==> config.mk <==
export PLATFORM = sky130hd
export DESIGN_NAME = masked_byte_signature_scan_unit
export DESIGN_NICKNAME = d
export VERILOG_FILES = /design/src/sv/mbss_pkg.sv /design/src/sv/masked_byte_signature_scan_unit.sv /design/src/sv/mbss_front.sv /design/src/sv/mbss_queue.sv /design/src/sv/mbss_back.sv
export SDC_FILE = /design/constraint.sdc
export NUM_CORES = 2
export LEC_CHECK = 0
export BUFFER_PORTS_ARGS = -buffer_cell sky130_fd_sc_hd__buf_2
export CAP_MARGIN = 5
export CORE_MARGIN = 2
export CORE_UTILIZATION = 46
export DETAILED_ROUTE_END_ITERATION = 8
export PLACE_DENSITY = 0.72
export SLEW_MARGIN = 30
export SYNTH_ARGS = -nofsm -noshare
export SYNTH_HDL_FRONTEND = slang
export SYNTH_HIERARCHICAL = 1
export SYNTH_SLANG_ARGS = --single-unit
==> constraint.sdc <==
create_clock -name clk -period 9.2 [get_ports clk]
set_input_delay 0.92 -clock clk [delete_from_list [all_inputs] [get_ports clk]]
set_output_delay 0.92 -clock clk [all_outputs]
set_load 0.02 [all_outputs]
==> src/sv/mbss_pkg.sv <==
// ----------------------------------------------------------------------------
// mbss_pkg
// Shared constants and types for the masked byte signature scan unit.
// ----------------------------------------------------------------------------
package mbss_pkg;

  localparam int MAX_PATTERN  = 24;
  localparam int OFFSET_WIDTH = 32;
  localparam int LEN_WIDTH    = 5;
  localparam int WIN_AW       = $clog2(MAX_PATTERN);
  localparam int QUEUE_DEPTH  = 4;
  localparam int QUEUE_AW     = $clog2(QUEUE_DEPTH);
  localparam int CFG_AW       = 3;
  localparam int CFG_DW       = 64;

  localparam logic [OFFSET_WIDTH-1:0] NEAR_LIMIT = OFFSET_WIDTH'(32'h20);
  localparam logic [OFFSET_WIDTH-1:0] FAR_LIMIT  = OFFSET_WIDTH'(32'h40000);

  localparam logic [CFG_AW-1:0] REG_PAT_LOW  = 3'd0;
  localparam logic [CFG_AW-1:0] REG_PAT_MID  = 3'd1;
  localparam logic [CFG_AW-1:0] REG_PAT_HIGH = 3'd2;
  localparam logic [CFG_AW-1:0] REG_CARE     = 3'd3;
  localparam logic [CFG_AW-1:0] REG_LENGTH   = 3'd4;
  localparam logic [CFG_AW-1:0] REG_MODE     = 3'd5;
  localparam logic [CFG_AW-1:0] REG_EXPECTED = 3'd6;
  localparam logic [CFG_AW-1:0] REG_BASE     = 3'd7;

  localparam logic MODE_FIRST   = 1'b0;
  localparam logic MODE_NEAREST = 1'b1;

  typedef struct packed {
    logic                    hit;
    logic                    last;
    logic [OFFSET_WIDTH-1:0] start;
  } scan_entry_t;

endpackage

==> src/sv/masked_byte_signature_scan_unit.sv <==
// Result path: the entry of an image's last byte is written to the queue, then
//   popped by the back end and registered into the result outputs.
// Throughput: one byte per cycle while in_stall is low, set by the combinational window compare in
//   front and the one-entry-per-cycle best-match update in back.
// Reset: synchronous, active high; clears window, counters, queue and out_valid.
// ----------------------------------------------------------------------------
// masked_byte_signature_scan_unit
// Top level: configuration registers, front compare, entry queue, back end.
// ----------------------------------------------------------------------------
module masked_byte_signature_scan_unit import mbss_pkg::*; (
  input  logic              clk,
  input  logic              rst,
  input  logic              in_valid,
  output logic              in_stall,
  input  logic [7:0]        data_byte,
  input  logic              is_last,
  output logic              out_valid,
  input  logic              out_stall,
  output logic              match_found,
  output logic [31:0]       match_offset,
  output logic [31:0]       match_distance,
  input  logic              cfg_valid,
  output logic              cfg_ready,
  input  logic [CFG_AW-1:0] cfg_index,
  input  logic [CFG_DW-1:0] cfg_data
);

  logic [63:0]          pattern_bytes_low, pattern_bytes_mid, pattern_bytes_high;
  logic [23:0]          care_mask;
  logic [LEN_WIDTH-1:0] pattern_length;
  logic                 search_mode;
  logic [31:0]          expected_address;
  logic [31:0]          image_base;

  logic        accept;
  logic        q_full, q_valid, q_pop;
  scan_entry_t front_entry, q_head;

  assign cfg_ready = 1'b1;
  assign in_stall  = q_full;
  assign accept    = in_valid && !in_stall;

  always_ff @(posedge clk) begin
    if (rst) begin
      pattern_bytes_low  <= '0;
      pattern_bytes_mid  <= '0;
      pattern_bytes_high <= '0;
      care_mask          <= '0;
      pattern_length     <= '0;
      search_mode        <= MODE_FIRST;
      expected_address   <= '0;
      image_base         <= 32'h0040_0000;
    end else if (cfg_valid && cfg_ready) begin
      unique case (cfg_index)
        REG_PAT_LOW:  pattern_bytes_low  <= cfg_data;
        REG_PAT_MID:  pattern_bytes_mid  <= cfg_data;
        REG_PAT_HIGH: pattern_bytes_high <= cfg_data;
        REG_CARE:     care_mask          <= cfg_data[23:0];
        REG_LENGTH:   pattern_length     <= cfg_data[LEN_WIDTH-1:0];
        REG_MODE:     search_mode        <= cfg_data[0];
        REG_EXPECTED: expected_address   <= cfg_data[31:0];
        REG_BASE:     image_base         <= cfg_data[31:0];
        default:      ;
      endcase
    end
  end

  mbss_front u_front (
    .clk            (clk),
    .rst            (rst),
    .accept         (accept),
    .data_byte      (data_byte),
    .is_last        (is_last),
    .pattern        ({pattern_bytes_high, pattern_bytes_mid, pattern_bytes_low}),
    .care_mask      (care_mask),
    .pattern_length (pattern_length),
    .entry          (front_entry)
  );

  mbss_queue u_queue (
    .clk        (clk),
    .rst        (rst),
    .push       (accept),
    .push_entry (front_entry),
    .full       (q_full),
    .pop        (q_pop),
    .not_empty  (q_valid),
    .head       (q_head)
  );

  mbss_back u_back (
    .clk              (clk),
    .rst              (rst),
    .q_valid          (q_valid),
    .q_head           (q_head),
    .q_pop            (q_pop),
    .search_mode      (search_mode),
    .expected_address (expected_address),
    .image_base       (image_base),
    .out_valid        (out_valid),
    .out_stall        (out_stall),
    .match_found      (match_found),
    .match_offset     (match_offset),
    .match_distance   (match_distance)
  );

endmodule

==> src/sv/mbss_front.sv <==
// ----------------------------------------------------------------------------
// mbss_front
// Byte window, saturating byte counter and masked compare; emits one
// classified entry per accepted byte.
// ----------------------------------------------------------------------------
module mbss_front import mbss_pkg::*; (
  input  logic                    clk,
  input  logic                    rst,
  input  logic                    accept,
  input  logic [7:0]              data_byte,
  input  logic                    is_last,
  input  logic [8*24-1:0]         pattern,
  input  logic [23:0]             care_mask,
  input  logic [LEN_WIDTH-1:0]    pattern_length,
  output scan_entry_t             entry
);

  logic [7:0]              win [MAX_PATTERN];
  logic [7:0]              win_next [MAX_PATTERN];
  logic [OFFSET_WIDTH-1:0] seen;
  logic [OFFSET_WIDTH-1:0] seen_next;
  logic                    counted;
  logic                    len_ok;
  logic                    bytes_match;
  logic [WIN_AW-1:0]       idx;

  always_comb begin
    win_next[0] = data_byte;
    for (int k = 1; k < MAX_PATTERN; k++) begin
      win_next[k] = win[k-1];
    end
  end

  assign counted   = (seen != {OFFSET_WIDTH{1'b1}});
  assign seen_next = counted ? seen + OFFSET_WIDTH'(1) : seen;
  assign len_ok    = (pattern_length != '0) &&
                     (pattern_length <= LEN_WIDTH'(MAX_PATTERN)) &&
                     (seen_next >= OFFSET_WIDTH'(pattern_length));

  always_comb begin
    bytes_match = 1'b1;
    idx = '0;
    for (int j = 0; j < 24 && j < MAX_PATTERN; j++) begin
      idx = WIN_AW'(pattern_length - LEN_WIDTH'(j + 1));
      if ((LEN_WIDTH'(j) < pattern_length) && care_mask[j]) begin
        if (pattern[8*j +: 8] != win_next[idx]) begin
          bytes_match = 1'b0;
        end
      end
    end
  end

  always_comb begin
    entry.hit   = counted && len_ok && bytes_match;
    entry.last  = is_last;
    entry.start = seen_next - OFFSET_WIDTH'(pattern_length);
  end

  always_ff @(posedge clk) begin
    if (rst) begin
      seen <= '0;
      for (int k = 0; k < MAX_PATTERN; k++) win[k] <= '0;
    end else if (accept) begin
      if (is_last) begin
        seen <= '0;
        for (int k = 0; k < MAX_PATTERN; k++) win[k] <= '0;
      end else begin
        seen <= seen_next;
        for (int k = 0; k < MAX_PATTERN; k++) win[k] <= win_next[k];
      end
    end
  end

endmodule

==> src/sv/mbss_queue.sv <==
// ----------------------------------------------------------------------------
// mbss_queue
// Short FIFO of classified entries between front and back.
// ----------------------------------------------------------------------------
module mbss_queue import mbss_pkg::*; (
  input  logic        clk,
  input  logic        rst,
  input  logic        push,
  input  scan_entry_t push_entry,
  output logic        full,
  input  logic        pop,
  output logic        not_empty,
  output scan_entry_t head
);

  scan_entry_t           mem [QUEUE_DEPTH];
  logic [QUEUE_AW-1:0]   wr_ptr;
  logic [QUEUE_AW-1:0]   rd_ptr;
  logic [QUEUE_AW:0]     count;

  assign full      = (count == (QUEUE_AW+1)'(QUEUE_DEPTH));
  assign not_empty = (count != '0);
  assign head      = mem[rd_ptr];

  always_ff @(posedge clk) begin
    if (push) mem[wr_ptr] <= push_entry;
  end

  always_ff @(posedge clk) begin
    if (rst) begin
      wr_ptr <= '0;
      rd_ptr <= '0;
      count  <= '0;
    end else begin
      if (push) wr_ptr <= wr_ptr + QUEUE_AW'(1);
      if (pop)  rd_ptr <= rd_ptr + QUEUE_AW'(1);
      unique case ({push, pop})
        2'b10:   count <= count + (QUEUE_AW+1)'(1);
        2'b01:   count <= count - (QUEUE_AW+1)'(1);
        default: count <= count;
      endcase
    end
  end

endmodule

==> src/sv/mbss_back.sv <==
// ----------------------------------------------------------------------------
// mbss_back
// Best-match tracking per mode and the registered result stage.
// ----------------------------------------------------------------------------
module mbss_back import mbss_pkg::*; (
  input  logic                    clk,
  input  logic                    rst,
  input  logic                    q_valid,
  input  scan_entry_t             q_head,
  output logic                    q_pop,
  input  logic                    search_mode,
  input  logic [31:0]             expected_address,
  input  logic [31:0]             image_base,
  output logic                    out_valid,
  input  logic                    out_stall,
  output logic                    match_found,
  output logic [31:0]             match_offset,
  output logic [31:0]             match_distance
);

  logic [OFFSET_WIDTH-1:0] rva;
  logic [OFFSET_WIDTH-1:0] best_offset, best_offset_next;
  logic [OFFSET_WIDTH-1:0] best_distance, best_distance_next;
  logic                    have_match, have_match_next;
  logic                    settled, settled_next;
  logic [OFFSET_WIDTH-1:0] span;
  logic                    found;

  assign q_pop = q_valid && (!q_head.last || !out_valid || !out_stall);
  assign span  = (q_head.start > rva) ? q_head.start - rva : rva - q_head.start;

  always_comb begin
    best_offset_next   = best_offset;
    best_distance_next = best_distance;
    have_match_next    = have_match;
    settled_next       = settled;
    if (q_head.hit && !settled) begin
      if (search_mode == MODE_FIRST) begin
        if (!have_match) begin
          have_match_next  = 1'b1;
          best_offset_next = q_head.start;
          settled_next     = 1'b1;
        end
      end else if (span < best_distance) begin
        best_distance_next = span;
        best_offset_next   = q_head.start;
        have_match_next    = 1'b1;
        if (span < NEAR_LIMIT) settled_next = 1'b1;
      end
    end
    found = have_match_next &&
            ((search_mode == MODE_FIRST) || (best_distance_next <= FAR_LIMIT));
  end

  always_ff @(posedge clk) begin
    rva <= OFFSET_WIDTH'((expected_address >= image_base) ?
                         expected_address - image_base : expected_address);
  end

  always_ff @(posedge clk) begin
    if (rst) begin
      best_offset   <= '0;
      best_distance <= '1;
      have_match    <= 1'b0;
      settled       <= 1'b0;
    end else if (q_pop) begin
      if (q_head.last) begin
        best_offset   <= '0;
        best_distance <= '1;
        have_match    <= 1'b0;
        settled       <= 1'b0;
      end else begin
        best_offset   <= best_offset_next;
        best_distance <= best_distance_next;
        have_match    <= have_match_next;
        settled       <= settled_next;
      end
    end
  end

  always_ff @(posedge clk) begin
    if (rst) begin
      out_valid <= 1'b0;
    end else if (q_pop && q_head.last) begin
      out_valid <= 1'b1;
    end else if (!out_stall) begin
      out_valid <= 1'b0;
    end
  end

  always_ff @(posedge clk) begin
    if (q_pop && q_head.last) begin
      match_found    <= found;
      match_offset   <= found ? best_offset_next[31:0] : 32'd0;
      match_distance <= (found && (search_mode == MODE_NEAREST)) ?
                        best_distance_next[31:0] : 32'd0;
    end
  end

endmodule
==> flow_summary.toml <==
[floorplanning]
die_w_um = 361
ios = 149
coreArea_um2 = 127000
start_util_pct = 46.2
die_area_um2 = 131000
die_y_um = 361
rows = 131

[clocking]
post_cts_buffers = 0
cts.sinks = 811
tritoncts = "built"
cts_buffers = 90
htreeDepth = 3
hold_buffers = 0
cts_resized = 0
cts_root_buffer = "clkbuf_16"
clockBufferDepth = 3
clk_pin_slew_ns = 0.06
worstSkewPairLatency_ns = 0.76

[final_layout]
antenna_cells = 0
drive_above_1_share_pct = 14.7
synthToLayoutAreaGrowth_pct = 9.02
utilization_pct = 50.4
finish.instance_area_um2 = 64100
stdcell_count = 7594
n_fill_cell = 11500
final_cell_mix = "mux2i_1, dfxtp_1, edfxtp_1, nand2b_1, nor2_1"
layout_commonest_cell = "mux2i_1"
fin_nets = 6102

[sta]
finClkSkew_ns = 0.0616
rsz0062_at_grt = "false"
hold_ws_ns = 0.430
period_minus_slack_ns = 8.36
fin_ws_ns = 0.836
max_freq_mhz = 120
slew_headroom_pct = 27.5
fin_crit_sh_pct = 90.9
setup_violations = 0
fin_tns_setup_ns = 0
drv_slew = 0
worst_slew_pin_slew_ns = 1.06
final_hold_viol_count = 0

[route]
vias_per_cell = 6.41
routed_wl_um = 205000
firstDrtPassIters = 5
ant_nets = 0
drt_first_iter_violations = 6227
drc_errors = 0
via_count = 48700
wl_per_cell_um = 27.0

[logic_synthesis]
synthDominantCellAreaShare_pct = 19.7
seq_area_frac_synth_pct = 34.2
syn_area_um2 = 58800
synth_cells = 5896
synthFlopType = "dfxtp_1"
synthMuxAreaShare_pct = 21.9
synth_compound_area_share_pct = 13.0
async_flop_share_pct = 0
synth_edf_count = 385
synth_simple_gate_area_share_pct = 16.8
synth_largest_area_cell = "edfxtp_1"
synth_xor_area_share_pct = 5.74
synth_fa_ha_area_share_pct = 3.47
yosysWarnings = 6
yosysUniqueCellTypes = 113
synthTopCellsByArea = "edfxtp_1, dfxtp_1, mux2i_1"
ys_ff_latch = 811
synth.avg_cell_area_um2 = 9.97
synth_top_family_by_area = "multiplexers"

[critical_path]
max_stage_delay_ns = 0.66
crit_chain = "buf_12 -> mux4_2 -> inv_1 -> ha_1 -> nand4_1 -> nor4_1 -> o2bb2ai_1 -> a21oi_1 -> nor2_1 -> buf_4 -> mux2_2 -> xor2_1 -> ha_1 -> a41o_1 -> a21oi_1 -> nor4b_1 -> a21o_1 -> or2_2 -> nor3b_1 -> nand4_1 -> a2111oi_1 -> a31oi_4 -> buf_4 -> nor3_1"
r2r_end = "u_back/match_offset[0]$_SDFFCE_PN0P_"
startpoint_type = "flip-flop"
reg2reg_slack_ns = 0.84
reg2reg_depth = 24
endpoint_kind = "flip-flop"
crit_slowest_cell = "nor4_1"
crit_required_ns = 9.79
path_max_fanout = 32
path_class = "flip-flop to flip-flop"
critPathArrivalTime_ns = 8.95

[hold_path]
min_to = "u_back/out_valid$_SDFFE_PP0P_"
min-delay-start = "out_stall"
whs_path_depth = 3
hp-class = "input port to flip-flop"

[status]
outcome = "complete, no violations"

[power_and_ir_drop]
leakage_nw = 24.6
power_mw = 15.3
ir_drop_uv = 209
power_density_nw_per_um2 = 239

[global_route]
grt_use_met3_pct = 5.85
grt_start_max_net_pins = 124
gr-max-usage-layer = "met2"
grt_pass1_wl_um = 301000
grt_use_met2_pct = 47.6
grt_usage_pct = 30.4
grt_pass1_vias = 46200
use_met1_pct = 37.8
grt.overflow.total = 0
antenna_found_initial = 1

[place]
placed_area_um2 = 60900
place_hpwl_um = 153000
io_buffers = 147
placed_cells = 7431
gp_congestion = 1.03
place_ws_ns = 0.953

[flow_run]
maxCapViolCount = 0
-- flip-flops by register name, indices dropped and copies added, names as in the netlist, 3 cells and up, named ones only --
| signal | flops |
|---|---|
| u_front/win | 184 |
| u_queue/mem | 136 |
| pattern_bytes_high | 64 |
| pattern_bytes_low | 64 |
| pattern_bytes_mid | 64 |
| expected_address | 32 |
| image_base | 32 |
| u_back/best_distance | 32 |
| u_back/best_offset | 32 |
| u_back/match_distance | 32 |
| u_back/match_offset | 32 |
| u_back/rva | 32 |
| u_front/seen | 32 |
| care_mask | 24 |
| pattern_length | 5 |
| u_queue/count | 3 |
-- worst max-delay path, delay by kind of cell, from the launching register on --
family	cells	cell delay, ns
AO/OA/AOI/OAI	7	1.75
XOR/XNOR	1	0.32
adder cells (fa/ha/maj)	2	0.83
buffers and inverters	4	0.95
flip-flops	1	0.62
multiplexers	2	0.94
AND/OR/NAND/NOR	8	2.76
-- per-layer routing --
metal | vias up | routed length [µm]
met3 | 531 | 17900
li1 | 21800 | -
met4 | 0 | 16700
met2 | 2495 | 92200
met1 | 23800 | 78200
met5 | - | 0
-- worst max-delay path by stage --
stage | startpoint | endpoint | slack (ns)
2_1_floorplan | flip-flop | u_back/match_offset[10]$_SDFFCE_PN0P_ | 2.59
3_3_place_gp | flip-flop | u_back/match_offset[0]$_SDFFCE_PN0P_ | 1.10
3_5_place_dp | flip-flop | u_back/match_offset[25]$_SDFFCE_PN0P_ | 0.95
4_1_cts | flip-flop | u_back/match_offset[4]$_SDFFCE_PN0P_ | 0.94
5_1_grt | flip-flop | u_back/match_offset[25]$_SDFFCE_PN0P_ | 0.33
6_report | flip-flop | u_back/match_offset[0]$_SDFFCE_PN0P_ | 0.84
-- area by class of cell --
cell class	count	area, µm²	area share, %
multi-input combinational	4468	36200	56.5
sequential	811	20100	31.4
clock buffer	120	2580	4.03
tap	1662	2080	3.24
timing repair buffer	267	1710	2.67
inverter	223	847	1.32
clock inverter	43	528	0.824
-- synth_stat cells, types with 15 or more instances --
library cell / number
o21a_1: 15
o21bai_1: 15
dfxtp_1: 426
nand2b_1: 374
mux2i_1: 633
nor4_2: 21
buf_4: 40
inv_1: 219
o2111ai_1: 15
a21oi_1: 318
mux4_2: 246
and2_1: 212
clkbuf_1: 201
nand3_1: 107
nor3_2: 30
o31ai_1: 27
a221oi_1: 21
xor2_1: 146
a22oi_1: 63
nand4_1: 71
nor3b_1: 18
and3_1: 30
xnor2_1: 236
ha_1: 155
a31oi_1: 62
nor4_1: 51
nor3_1: 137
mux2_2: 62
nor2b_1: 24
buf_2: 124
o21ai_0: 194
or3_1: 25
o22ai_1: 47
a21o_1: 56
edfxtp_1: 385
nor2_1: 334
o211ai_1: 61
a211oi_1: 45
buf_1: 21
nand2_1: 287
-- power breakdown --
part	internal, mW	switching (mW)
registers	4.24	0.338
logic	2.38	4.52
clock network	2.17	1.65
-- logic make-up after synthesis --
logic type | after synthesis
and+or+nand+nor | 1801
AOI/OAI and AO/OA | 1157
muxes | 953
DFF | 811
buffers and inverters | 629
xor gates and xnor gates | 383
adders and majority gates | 160
other | 2
Power figures use the tool's default switching activity.
